===== src/sv/liferle_pkg.sv =====
// ----------------------------------------------------------------------------
// liferle_pkg - shared types and constants for the RLE run decoder
// Character codes, field widths, limits and the result beat structure.
// ----------------------------------------------------------------------------
package liferle_pkg;

  // Field widths
  localparam int CHAR_W  = 8;
  localparam int WIDTH_W = 11;
  localparam int CNT_W   = 16;
  localparam int POS_W   = 16;
  localparam int LEN_W   = 27;

  // Widest line the decoder honors; larger widths are clamped to this
  localparam logic [WIDTH_W-1:0] MAX_WIDTH   = 11'd1024;
  localparam logic [WIDTH_W-1:0] WIDTH_RESET = 11'd64;

  // Character codes
  localparam logic [CHAR_W-1:0] CHAR_ZERO = 8'd48;
  localparam logic [CHAR_W-1:0] CHAR_NINE = 8'd57;
  localparam logic [CHAR_W-1:0] CHAR_DEAD = 8'h62;  // 'b'
  localparam logic [CHAR_W-1:0] CHAR_LIVE = 8'h6F;  // 'o'
  localparam logic [CHAR_W-1:0] CHAR_EOL  = 8'h24;  // '$'
  localparam logic [CHAR_W-1:0] CHAR_END  = 8'h21;  // '!'

  // Saturation limits
  localparam logic [CNT_W-1:0] CNT_MAX = 16'hFFFF;
  localparam logic [POS_W-1:0] POS_MAX = 16'hFFFF;

  // One result beat
  typedef struct packed {
    logic             cell_alive;
    logic [LEN_W-1:0] run_length;
    logic             line_end_run;
    logic             pattern_end;
    logic             line_overrun;
  } result_t;

endpackage


===== src/sv/liferle_in_reg.sv =====
// ----------------------------------------------------------------------------
// liferle_in_reg - input character register
// Holds one accepted character until the decode stage consumes it.
// ----------------------------------------------------------------------------
module liferle_in_reg (
  input  logic                            clk,
  input  logic                            rst,
  input  logic                            in_valid,
  output logic                            in_ready,
  input  logic [liferle_pkg::CHAR_W-1:0]  char_code,
  input  logic                            take,
  output logic                            held_valid,
  output logic [liferle_pkg::CHAR_W-1:0]  held_char
);

  // Room when empty or when the held beat leaves this cycle
  assign in_ready = !held_valid || take;

  // Valid flag
  always_ff @(posedge clk) begin
    if (rst) begin
      held_valid <= 1'b0;
    end else if (in_ready) begin
      held_valid <= in_valid;
    end
  end

  // Payload
  always_ff @(posedge clk) begin
    if (in_valid && in_ready) begin
      held_char <= char_code;
    end
  end

endmodule


===== src/sv/liferle_core.sv =====
// ----------------------------------------------------------------------------
// liferle_core - character decode and line state
// Holds the repeat count, line position and width register; turns one
// character into a run beat and the next state combinationally.
// ----------------------------------------------------------------------------
module liferle_core (
  input  logic                             clk,
  input  logic                             rst,
  input  logic                             cfg_wr_en,
  input  logic [liferle_pkg::WIDTH_W-1:0]  cfg_wr_data,
  input  logic                             held_valid,
  input  logic [liferle_pkg::CHAR_W-1:0]   held_char,
  input  logic                             out_free,
  output logic                             take,
  output logic                             res_load,
  output liferle_pkg::result_t             res
);

  logic [liferle_pkg::WIDTH_W-1:0] line_width;
  logic [liferle_pkg::CNT_W-1:0]   repeat_count;
  logic [liferle_pkg::CNT_W-1:0]   repeat_count_next;
  logic [liferle_pkg::POS_W-1:0]   line_position;
  logic [liferle_pkg::POS_W-1:0]   line_position_next;

  logic                            is_digit;
  logic                            is_run;
  logic                            is_pad;
  logic                            has_result;
  logic [19:0]                     cnt_sum;
  logic [liferle_pkg::CNT_W-1:0]   run_n;
  logic [liferle_pkg::POS_W:0]     pos_sum;
  logic [liferle_pkg::WIDTH_W-1:0] width_use;
  logic [liferle_pkg::LEN_W-1:0]   pad_total;
  logic [liferle_pkg::LEN_W-1:0]   pos_ext;

  // Width register
  always_ff @(posedge clk) begin
    if (rst) begin
      line_width <= liferle_pkg::WIDTH_RESET;
    end else if (cfg_wr_en) begin
      line_width <= cfg_wr_data;
    end
  end

  // Character class
  assign is_digit = (held_char >= liferle_pkg::CHAR_ZERO) &&
                    (held_char <= liferle_pkg::CHAR_NINE);
  assign is_run   = (held_char == liferle_pkg::CHAR_DEAD) ||
                    (held_char == liferle_pkg::CHAR_LIVE);
  assign is_pad   = (held_char == liferle_pkg::CHAR_EOL) ||
                    (held_char == liferle_pkg::CHAR_END);
  assign has_result = is_run || is_pad;

  // Beats with no result never wait on the output side
  assign take     = held_valid && (!has_result || out_free);
  assign res_load = take && has_result;

  // Count * 10 + digit; the low nibble of '0'..'9' is the digit
  assign cnt_sum = ({4'b0, repeat_count} << 3) + ({4'b0, repeat_count} << 1) +
                   {16'b0, held_char[3:0]};

  // Run length: missing count means one
  assign run_n   = (repeat_count == '0) ? 16'd1 : repeat_count;
  assign pos_sum = {1'b0, line_position} + {1'b0, run_n};

  // Padding: width * max(count,1) - position, floored at zero
  assign width_use = (line_width > liferle_pkg::MAX_WIDTH) ?
                     liferle_pkg::MAX_WIDTH : line_width;
  assign pad_total = {16'b0, width_use} * {11'b0, run_n};
  assign pos_ext   = {11'b0, line_position};

  // Result beat
  always_comb begin
    res.cell_alive   = 1'b0;
    res.run_length   = '0;
    res.line_end_run = 1'b0;
    res.pattern_end  = 1'b0;
    res.line_overrun = 1'b0;
    if (is_run) begin
      res.cell_alive = (held_char == liferle_pkg::CHAR_LIVE);
      res.run_length = {11'b0, run_n};
    end else if (is_pad) begin
      res.run_length   = (pad_total > pos_ext) ? (pad_total - pos_ext) : '0;
      res.line_end_run = 1'b1;
      res.pattern_end  = (held_char == liferle_pkg::CHAR_END);
      res.line_overrun = (line_position > {5'b0, width_use});
    end
  end

  // Next state
  always_comb begin
    repeat_count_next  = repeat_count;
    line_position_next = line_position;
    if (is_digit) begin
      repeat_count_next = (cnt_sum > {4'b0, liferle_pkg::CNT_MAX}) ?
                          liferle_pkg::CNT_MAX : cnt_sum[15:0];
    end else if (is_run) begin
      repeat_count_next  = '0;
      line_position_next = pos_sum[16] ? liferle_pkg::POS_MAX : pos_sum[15:0];
    end else if (is_pad) begin
      repeat_count_next  = '0;
      line_position_next = '0;
    end
  end

  // State registers
  always_ff @(posedge clk) begin
    if (rst) begin
      repeat_count  <= '0;
      line_position <= '0;
    end else if (take) begin
      repeat_count  <= repeat_count_next;
      line_position <= line_position_next;
    end
  end

endmodule


===== src/sv/liferle_out_reg.sv =====
// ----------------------------------------------------------------------------
// liferle_out_reg - result register
// Holds one run beat for the consumer; refills in the cycle it drains.
// ----------------------------------------------------------------------------
module liferle_out_reg (
  input  logic                 clk,
  input  logic                 rst,
  input  logic                 res_load,
  input  liferle_pkg::result_t res,
  output logic                 out_free,
  output logic                 out_valid,
  input  logic                 out_ready,
  output liferle_pkg::result_t held_res
);

  assign out_free = !out_valid || out_ready;

  // Valid flag
  always_ff @(posedge clk) begin
    if (rst) begin
      out_valid <= 1'b0;
    end else if (out_free) begin
      out_valid <= res_load;
    end
  end

  // Payload
  always_ff @(posedge clk) begin
    if (res_load) begin
      held_res <= res;
    end
  end

endmodule


===== src/sv/life_rle_run_decoder_unit.sv =====
// ----------------------------------------------------------------------------
// life_rle_run_decoder_unit - RLE pattern body run decoder
// Decodes pattern body characters into live, dead and line padding runs.
// ----------------------------------------------------------------------------
// Accepts one character per clock unless a run or line character is held
// waiting for room in the result register, and emits at most one run beat
// per character. A character is first held in the input register while the
// decode logic updates the repeat count and line position, and the result
// register loads its beat once it has room. The rate is set by that single
// decode step, which carries the count and position from one character to
// the next. Digits, and characters that are not run or line codes, produce
// no beat. A width write takes effect for characters decoded from the next
// cycle on; widths above 1024 are clamped to 1024.
// ----------------------------------------------------------------------------
module life_rle_run_decoder_unit (
  input  logic                                 clk,
  input  logic                                 rst,
  input  logic                                 cfg_wr_en,
  input  logic [liferle_pkg::WIDTH_W-1:0]      cfg_wr_data,
  input  logic                                 in_valid,
  output logic                                 in_ready,
  input  logic [liferle_pkg::CHAR_W-1:0]       char_code,
  output logic                                 out_valid,
  input  logic                                 out_ready,
  output logic                                 cell_alive,
  output logic [liferle_pkg::LEN_W-1:0]        run_length,
  output logic                                 line_end_run,
  output logic                                 pattern_end,
  output logic                                 line_overrun
);

  logic                           held_valid;
  logic [liferle_pkg::CHAR_W-1:0] held_char;
  logic                           take;
  logic                           res_load;
  logic                           out_free;
  liferle_pkg::result_t           res;
  liferle_pkg::result_t           held_res;

  // Input character register
  liferle_in_reg u_in (
    .clk        (clk),
    .rst        (rst),
    .in_valid   (in_valid),
    .in_ready   (in_ready),
    .char_code  (char_code),
    .take       (take),
    .held_valid (held_valid),
    .held_char  (held_char)
  );

  // Decode and line state
  liferle_core u_core (
    .clk         (clk),
    .rst         (rst),
    .cfg_wr_en   (cfg_wr_en),
    .cfg_wr_data (cfg_wr_data),
    .held_valid  (held_valid),
    .held_char   (held_char),
    .out_free    (out_free),
    .take        (take),
    .res_load    (res_load),
    .res         (res)
  );

  // Result register
  liferle_out_reg u_out (
    .clk       (clk),
    .rst       (rst),
    .res_load  (res_load),
    .res       (res),
    .out_free  (out_free),
    .out_valid (out_valid),
    .out_ready (out_ready),
    .held_res  (held_res)
  );

  assign cell_alive   = held_res.cell_alive;
  assign run_length   = held_res.run_length;
  assign line_end_run = held_res.line_end_run;
  assign pattern_end  = held_res.pattern_end;
  assign line_overrun = held_res.line_overrun;

endmodule


===== config.mk =====
export PLATFORM = sky130hd
export DESIGN_NAME = life_rle_run_decoder_unit
export DESIGN_NICKNAME = d
export VERILOG_FILES = /design/src/sv/liferle_pkg.sv /design/src/sv/liferle_in_reg.sv /design/src/sv/liferle_core.sv /design/src/sv/liferle_out_reg.sv /design/src/sv/life_rle_run_decoder_unit.sv
export SDC_FILE = /design/constraint.sdc
export NUM_CORES = 1
export LEC_CHECK = 0
export ABC_AREA = 1
export BUFFER_PORTS_ARGS = -buffer_cell sky130_fd_sc_hd__buf_2
export CAP_MARGIN = 10
export CORE_UTILIZATION = 50
export DETAILED_ROUTE_END_ITERATION = 10
export MAX_ROUTING_LAYER = met4
export PLACE_DENSITY = 0.68
export SLEW_MARGIN = 20
export SYNTH_ARGS = -nofsm -noshare
export SYNTH_HDL_FRONTEND = slang
export SYNTH_SLANG_ARGS = --single-unit

===== constraint.sdc =====
create_clock -name clk -period 16.34 [get_ports clk]
set_input_delay 0.817 -clock clk [delete_from_list [all_inputs] [get_ports clk]]
set_output_delay 0.817 -clock clk [all_outputs]
set_load 0.01 [all_outputs]

==> results of run 1 <==
==> power by group through the flow <==
stage / clock network, mW / registers, mW / logic, mW
global placement: 0 / 0.230 / 0.103
detailed placement: 0 / 0.230 / 0.102
CTS: 0.229 / 0.225 / 0.102
finish: 0.226 / 0.225 / 0.103
global route: 0.236 / 0.226 / 0.116
floorplan: 0 / 0.229 / 0.0768
==> critical path: cells and delay by family (launching register included) <==
family                     cells  cell delay (ns)
AOI/OAI and AO/OA              2             0.60
xor gates and xnor gates       1             0.18
DFF                            1             0.76
adders and majority gates      7             3.34
buffers and inverters          7             0.77
and+or+nand+nor               14             2.47
==> path summary, 6_finish.rpt <==
kind	slack, ns	cells past startpoint	endpoint
worst min register to register	0.49	2	u_core.line_width[3]$_SDFFE_PP0P_
worst max-delay path	7.96	31	u_out.held_res[21]$_SDFFCE_PP0P_
worst min-delay path	0.49	2	u_core.line_width[3]$_SDFFE_PP0P_
worst max register to register	7.96	31	u_out.held_res[21]$_SDFFCE_PP0P_
==> synthesized netlist by cell type (2+ instances only) <==
master / count / share of area
nand2_1: 459 / 0.13
inv_1: 337 / 0.098
nor2_1: 149 / 0.043
ha_1: 139 / 0.14
fa_1: 129 / 0.20
a21oi_1: 109 / 0.042
nand3_1: 68 / 0.026
o21ai_0: 47 / 0.018
dfxtp_1: 45 / 0.070
clkbuf_1: 43 / 0.013
edfxtp_1: 39 / 0.091
xor2_1: 38 / 0.026
nand4_1: 19 / 0.0092
xnor2_1: 19 / 0.013
nand3_2: 14 / 0.011
nand2_2: 12 / 0.0058
nand3b_1: 12 / 0.0070
nor3_1: 11 / 0.0043
nor2_2: 8 / 0.0039
o21bai_1: 8 / 0.0047
buf_2: 7 / 0.0027
clkinv_1: 7 / 0.0020
nor4_1: 7 / 0.0034
a21o_1: 6 / 0.0035
a21boi_0: 5 / 0.0029
a31oi_1: 5 / 0.0024
inv_2: 5 / 0.0015
nor2_4: 4 / 0.0035
o21ai_1: 4 / 0.0016
or2_2: 4 / 0.0019
nand2_4: 3 / 0.0026
nor3_2: 3 / 0.0023
buf_6: 2 / 0.0018
==> registers in the layout, indices dropped and copies added (netlist names) <==
register,cells
u_core.line_position,16
u_core.line_width,11
u_core.repeat_count,16
u_in.held_char,8
u_in.held_valid,1
u_out.held_res,31
u_out.out_valid,1
==> final cells by class <==
cell class / instances / area (um^2)
fill: 2457 / 11400
multi-input combinational: 1296 / 9260
sequential: 84 / 2070
inverter: 349 / 1310
tap: 330 / 413
timing repair buffer: 72 / 400
clock buffer: 9 / 225
clock inverter: 7 / 93.8
==> routing by layer <==
| metal | global-route usage | wire length, um | vias to the layer above |
|---|---|---|---|
| met5 | - | 0 | - |
| met3 | 0.0351 | 2210 | 80 |
| met4 | 0.134 | 1550 | 0 |
| met2 | 0.480 | 16900 | 384 |
| met1 | 0.397 | 16900 | 5484 |
| li1 | - | - | 5600 |
==> through the flow <==
step                cell area (um^2)  utilization  power [mW]
finish                         13800        0.547       0.555
floorplan                      12900            -       0.306
global route                   13800        0.547       0.578
global placement               13500        0.534       0.333
detailed placement             13500        0.534       0.332
CTS                            13800        0.547       0.557
==> cell families after synthesis <==
| family | count (synthesis) | share of synthesized area |
|---|---|---|
| simple gates | 778 | 0.263 |
| buf+inv | 402 | 0.119 |
| fa+ha+maj | 268 | 0.336 |
| compound gates | 193 | 0.0815 |
| flops | 84 | 0.161 |
| xor+xnor | 57 | 0.0388 |
==> cells in the final DEF, fill, tap and decap left out, types with 14 or more instances in the layout <==
| cell | n |
|---|---|
| nor2_1 | 148 |
| o21ai_0 | 47 |
| ha_1 | 139 |
| fa_1 | 129 |
| xnor2_1 | 19 |
| nand3_1 | 68 |
| dfxtp_1 | 45 |
| edfxtp_1 | 39 |
| xor2_1 | 38 |
| buf_4 | 16 |
| nand2_1 | 459 |
| nand4_1 | 19 |
| inv_1 | 337 |
| buf_2 | 56 |
| a21oi_1 | 109 |
| nand3_2 | 14 |
==> results.yml, run 1 <==
die:
  die_w_um: 162
  die_y_um: 162
  die_area_um2: 26400
  io_pins: 57
  start_util: 0.511
  core_area_um2: 25200
  placementRows: 58
placed_design:
  dpl.hpwl_um: 30400
  place.gp.congestion: 0.951
  place_ws_ns: 8.07
  io_buffers: 56
  dp.cells: 2131
yosys:
  synthFlopType: "dfxtp_1"
  syn-cell-area_um2: 12900
  synth-seq-area-share: 0.161
  synth_area_per_cell_um2: 7.22
  syn_inst: 1782
  synth.net_count: 2074
  ys_ff_latch: 84
  ys_async_sr_fraction: 0
  synth_edf_count: 39
  synthDistinctLibCells: 48
  synth_warnings: 0
critical_path:
  worst-path-max-fanout: 19
  cp-startpoint: "u_core.line_width[10]$_SDFFE_PP0P_"
  slowest_delay_ns: 0.76
  worstSetupPathType: "register to register"
  cp_data_arrival_time_ns: 8.48
  worstPathRequired_ns: 16.44
  slowest_stage: "dfxtp_1"
  r2r_start: "u_core.line_width[10]$_SDFFE_PP0P_"
  worstSetupEndpointType: "register"
  start_kind: "register"
  worst_path_most_repeated_cell: "inv_1"
global_route:
  grt_overflow_total: 0
  grt_pass1_wl_um: 59500
  first_global_vias: 11275
  grt_max_degree: 37
  grt_usage: 0.305
  grt_antenna_before_repair: 0
finish:
  antenna_cells: 0
  drive_above_1_share: 0.0798
  stdcell_count: 2147
  area_growth_pct: 7.09
  fin_nets: 2104
cts:
  clkLatencyLatePin_ns: 0.36
  cts_resized: 0
  clock-sinks: 84
  cts_buffers: 9
  cts_max_level: 3
  post-cts-setup-buffers: 0
  clkSlewWorstSetupHoldPaths_ns: 0.08
  clk_path_buf_depth: 2
  cts-root-buf: "clkbuf_16"
  cts_tree: "done"
  cts_hold_buffers: 0
power_and_ir_drop:
  switching_share: 0.317
  ir_drop_mv: 0.0608
  p_leak_nw: 7.43
  pwr-share-clk: 0.408
  p_int_mw: 0.379
  pwr-share-seq: 0.406
  p_comb_frac: 0.186
  switching_power_mw: 0.176
  p_per_area_nw_per_um2: 40.3
timing:
  fmax_ghz: 0.119
  finClkSkew_ns: 0.0149
  drv_slew: 0
  fin_crit_ns: 8.38
  tightest_slew_ns: 1.09
  setup_slack_ns: 7.96
  tns_ns: 0
  relSlewSlack: 0.274
  finalSetupViolCount: 0
  hold_ws_ns: 0.492
  rsz0062_at_grt: "false"
  fin_crit_sh: 0.513
  finalHoldViolations: 0
hold_path:
  min_path_type: "register to register"
  worstHoldStart: "u_core.line_width[3]$_SDFFE_PP0P_"
route:
  ant_nets: 0
  drc: 0
  drt-wirelength-per-cell_um: 17.5
  drt_first_iter_violations: 743
  vias: 11548
  firstDrtPassIters: 6
  drt_wl_total_um: 37600
  viasPerCell: 5.38
run:
  cap_viol_max_count: 0
status:
  status: "complete, no violations"
(Power assumes the default switching activity.)
==> run 2: changes to the inputs <==
- clock period: 16.34 -> 7.9 ns (I/O delays scaled with it)
==> run 2 against run 1 <==
First-iteration DRC count up 6.9%; total power up 110%; fmax up 12%; combinational power up 130%; clock power up 110%; utilization up 0.89 points; clock skew down 0.0048 ns; critical path type unchanged; critical endpoint is now u_out.held_res[4]$_DFFE_PP_.
==> results.yml, run 2 (synthesized netlist as in run 1, its figures left out) <==
status:
  status: "complete, no violations"
power_and_ir_drop:
  ir_drop_mv: 0.0854
  switching_power_mw: 0.381
  p_leak_nw: 7.55
  p_comb_frac: 0.200
  p_per_area_nw_per_um2: 84.4
  pwr-share-clk: 0.407
  switching_share: 0.323
  power.total_mw: 1.18
  pwr-share-seq: 0.393
  p_int_mw: 0.800
critical_path:
  worstSetupEndpointType: "register"
  slowest_stage: "fa_1"
  crit_family: "adder cells"
  crit_buf_inv: 6
  cp_data_arrival_time_ns: 7.62
  start_kind: "register"
  worst-path-max-fanout: 16
  worstSetupPathType: "register to register"
  slowest_delay_ns: 0.57
  worstPathRequired_ns: 8.01
route:
  ant_nets: 0
  drt_wl_total_um: 36900
  vias: 11634
  drt-wirelength-per-cell_um: 17.0
  viasPerCell: 5.36
  drt_first_iter_violations: 794
  drc: 0
  firstDrtPassIters: 5
timing:
  tightest_slew_ns: 0.992
  drv_slew: 0
  hold_ws_ns: 0.207
  fmax_ghz: 0.133
  fin_crit_sh: 0.951
  finalHoldViolations: 0
  relSlewSlack: 0.335
  finClkSkew_ns: 0.0101
  fin_crit_ns: 7.51
  finalSetupViolCount: 0
finish:
  final_common_cell: "nand2_1"
  antenna_cells: 0
  fill_cells: 2425
  area_growth_pct: 8.84
  largest_reg_flops: 31
  top_regs: "u_out.held_res x31, u_core.line_position x16, u_core.repeat_count x16"
  drive_above_1_share: 0.0951
  top_register: "u_out.held_res"
  stdcell_count: 2170
  final_cell_mix: "459 x nand2_1, 337 x inv_1, 143 x nor2_1"
  fin_nets: 2127
global_route:
  grt_max_degree: 37
  grt_overflow_total: 0
  grt_usage: 0.305
  grt_pass1_wl_um: 60000
  first_global_vias: 11474
  grt_antenna_before_repair: 0
die:
  die_y_um: 162
  placementRows: 58
  core_area_um2: 25200
  io_pins: 57
  die_area_um2: 26400
  die_w_um: 162
  start_util: 0.511
placed_design:
  io_buffers: 56
  place.gp.congestion: 1.01
  dpl.hpwl_um: 29900
  dp.cells: 2154
hold_path:
  min_path_type: "input pin to register"
cts:
  cts_tree: "done"
  clock-sinks: 84
  cts-root-buf: "clkbuf_16"
  cts_max_level: 3
  clkSlewWorstSetupHoldPaths_ns: 0.08
  cts_buffers: 9
  clk_path_buf_depth: 2
  clkLatencyLatePin_ns: 0.36
  post-cts-setup-buffers: 0
run:
  cap_viol_max_count: 0
## run 2: cell count changes in the layout (fill, tap and decap cells not counted)
cell	change
inv_6	+3
clkbuf_8	+1
nor2_4	+4
inv_4	-1
a31oi_4	+1
nor4_1	-1
nor4_2	+1
inv_8	-2
buf_6	+1
buf_4	+22
nor2_1	-5
nor2_2	+1
a31oi_1	-1
clkinv_8	-1
## run 2: final cells by class
type	instances	area, um^2	share of cell area
Clock buffer	10	239	0.0171
Clock inverter	6	75.1	0.00536
Inverter	349	1310	0.0936
Multi-Input combinational cell	1296	9310	0.665
Sequential cell	84	2070	0.148
Tap cell	330	413	0.0295
Timing Repair Buffer	95	577	0.0412
## run 2: path summary, 6_finish.rpt
check | startpoint | endpoint | slack (ns) | depth (start not counted)
worst min register to register | u_core.line_width[1]$_SDFFE_PP0P_ | u_core.line_width[1]$_SDFFE_PP0P_ | 0.49 | 2
worst max-delay path | u_core.line_width[2]$_SDFFE_PP0P_ | u_out.held_res[4]$_DFFE_PP_ | 0.39 | 33
worst min-delay path | char_code[3] | u_in.held_char[3]$_DFFE_PP_ | 0.21 | 1
worst max register to register | u_core.line_width[2]$_SDFFE_PP0P_ | u_out.held_res[4]$_DFFE_PP_ | 0.39 | 33
## run 2: per-stage QoR
step,util,instance area [um^2],setup WS [ns],setup TNS (ns)
floorplan,-,12900,1.12,0
global placement,0.541,13600,0.299,0
detailed placement,0.541,13600,0.364,0
CTS,0.553,13900,0.311,0
global route,0.556,14000,-0.0252,-0.0597
finish,0.556,14000,0.389,0
## run 2: what timing repair did
item,4_1_cts,5_1_grt
endpoints found under the setup margin,0,27
resized for setup,0,13
hold buffers,0,0
## run 2: power by group through the flow
| stage | combinational [mW] | clock [mW] | sequential [mW] |
|---|---|---|---|
| CTS | 0.229 | 0.489 | 0.464 |
| finish | 0.236 | 0.481 | 0.464 |
| global placement | 0.228 | 0 | 0.474 |
| global route | 0.263 | 0.498 | 0.465 |
| floorplan | 0.159 | 0 | 0.473 |
| detailed placement | 0.227 | 0 | 0.474 |
## run 2: per-layer routing
layer	global-route usage	wire (um)
met5	-	0
met3	0.0290	2570
met4	0.123	1520
met2	0.488	16800
met1	0.397	16100
## run 2: worst reg2reg max path, delay by kind of cell, from the launching register on
kind | cells | cell delay [ns]
buffers and inverters | 6 | 0.76
adders and majority gates | 7 | 3.29
and+or+nand+nor | 14 | 1.77
AOI/OAI and AO/OA | 5 | 0.84
DFF | 1 | 0.31
xor gates and xnor gates | 1 | 0.31
==> run 3: changes to the inputs <==
- PLACE_DENSITY: 0.68 -> 0.72
==> run 3 against run 2 <==
Final area shrank 0.39%; utilization shrank 0.22 points; sequential share of layout area grew 0.059 points; via count grew 0.46%.
==> results.yml, run 3 (synthesized netlist as in run 1, its figures left out) <==
timing:
  finClkSkew_ns: 0.0165
  tns_ns: 0
  drv_slew: 0
  setup_slack_ns: 0.467
  tightest_slew_ns: 1.01
  rsz0062_at_grt: "false"
  fmax_ghz: 0.135
  finalHoldViolations: 0
  finalSetupViolCount: 0
  fin_crit_sh: 0.941
  fin_crit_ns: 7.43
  relSlewSlack: 0.324
global_route:
  grt_antenna_before_repair: 1
  grt_overflow_total: 0
  grt_usage: 0.296
  grt_pass1_wl_um: 58800
  grt_max_degree: 37
  first_global_vias: 11537
run:
  cap_viol_max_count: 0
cts:
  clock-sinks: 84
  cts_buffers: 9
  post-cts-setup-buffers: 0
  clk_path_buf_depth: 2
  cts-root-buf: "clkbuf_16"
  clkLatencyLatePin_ns: 0.36
  cts_hold_buffers: 0
  clkSlewWorstSetupHoldPaths_ns: 0.08
  cts_tree: "done"
  cts_max_level: 3
route:
  ant_nets: 0
  drt_first_iter_violations: 844
  vias: 11687
  viasPerCell: 5.39
  drt_wl_total_um: 36100
  drt-wirelength-per-cell_um: 16.6
  drc: 0
  firstDrtPassIters: 7
die:
  io_pins: 57
  start_util: 0.511
  die_y_um: 162
  placementRows: 58
  core_area_um2: 25200
  die_area_um2: 26400
  die_w_um: 162
critical_path:
  worstPathRequired_ns: 8.00
  slowest_stage: "fa_1"
  crit_buf_inv: 6
  r2r_start: "u_core.line_width[6]$_SDFFE_PP1P_"
  slowest_delay_ns: 0.57
  cp_data_arrival_time_ns: 7.53
  worstSetupEndpointType: "register"
  worstSetupPathType: "register to register"
  worst_path_most_repeated_cell: "fa_1"
  worst-path-max-fanout: 19
  reg2reg_depth: 33
  timing.rr.end: "u_out.held_res[3]$_DFFE_PP_"
  crit_family: "adder cells"
  cp-startpoint: "u_core.line_width[6]$_SDFFE_PP1P_"
  start_kind: "register"
  rrSetupSlack_ns: 0.47
power_and_ir_drop:
  p_leak_nw: 7.53
  power.total_mw: 1.13
  p_per_area_nw_per_um2: 81.3
  ir_drop_mv: 0.0840
hold_path:
  hold_end: "u_in.held_char[6]$_DFFE_PP_"
  min_path_type: "input pin to register"
  worstHoldStart: "char_code[6]"
  hold_depth: 1
finish:
  top_regs: "u_out.held_res x31, u_core.line_position x16, u_core.repeat_count x16"
  final_common_cell: "nand2_1"
  drive_above_1_share: 0.0915
  area_growth_pct: 8.42
  final_cell_mix: "459 x nand2_1, 337 x inv_1, 146 x nor2_1"
  top_register: "u_out.held_res"
  largest_reg_flops: 31
  fill_cells: 2417
  fin_nets: 2124
placed_design:
  dpl.hpwl_um: 29100
  io_buffers: 56
  place_ws_ns: 0.304
  place.gp.congestion: 1.03
status:
  status: "complete, no violations"
run 3: power breakdown:
group / switching, mW / internal (mW)
registers: 0.00449 / 0.460
logic: 0.152 / 0.0771
clock network: 0.213 / 0.226
run 3: what timing repair did:
action,CTS,global route
setup endpoints to repair,0,27
gates resized for setup,0,7
endpoints found under the hold margin,0,0
run 3: layout make-up:
| cell class | count | area (um^2) | share of cell area |
|---|---|---|---|
| sequential | 84 | 2070 | 0.149 |
| inverter | 349 | 1310 | 0.0940 |
| timing repair buffer | 92 | 551 | 0.0395 |
| multi-input combinational | 1296 | 9290 | 0.667 |
| clock inverter | 7 | 76.3 | 0.00547 |
| tap | 330 | 413 | 0.0296 |
| antenna | 1 | 2.50 | 0.000179 |
| clock buffer | 9 | 225 | 0.0162 |
run 3: worst reg2reg max path, delay by kind of cell, from the launching register on:
kind            cells  cell delay [ns]
compound gates      5             0.72
fa+ha+maj           7             3.34
buf+inv             6             0.58
flops               1             0.30
simple gates       14             1.96
xor+xnor            1             0.27
run 3: worst max path at each step:
stage,end,cells after the start
detailed placement,u_out.held_res[25]$_SDFFCE_PP0P_,33
global route,u_out.held_res[3]$_DFFE_PP_,33
floorplan,u_out.held_res[7]$_DFFE_PP_,34
global placement,u_out.held_res[26]$_SDFFCE_PP0P_,32
CTS,u_out.held_res[25]$_SDFFCE_PP0P_,33
finish,u_out.held_res[3]$_DFFE_PP_,33
run 3: routing by layer:
layer,up-vias,GRT usage,part of all wire
met5,-,-,0
met4,0,0.122,0.039
met3,86,0.0413,0.071
met2,451,0.470,0.46
met1,5507,0.380,0.43
li1,5643,-,-
run 3: through the flow:
step                      hold WS, ns   util  cells  cell area [um^2]
after CTS                       0.186  0.552   2167             13900
after global placement          0.472  0.540   2151             13600
after global routing            0.190  0.554   2168             13900
final                           0.200  0.554   2168             13900
after floorplan                 0.449      -   1782             12900
after detailed placement        0.476  0.540   2151             13600
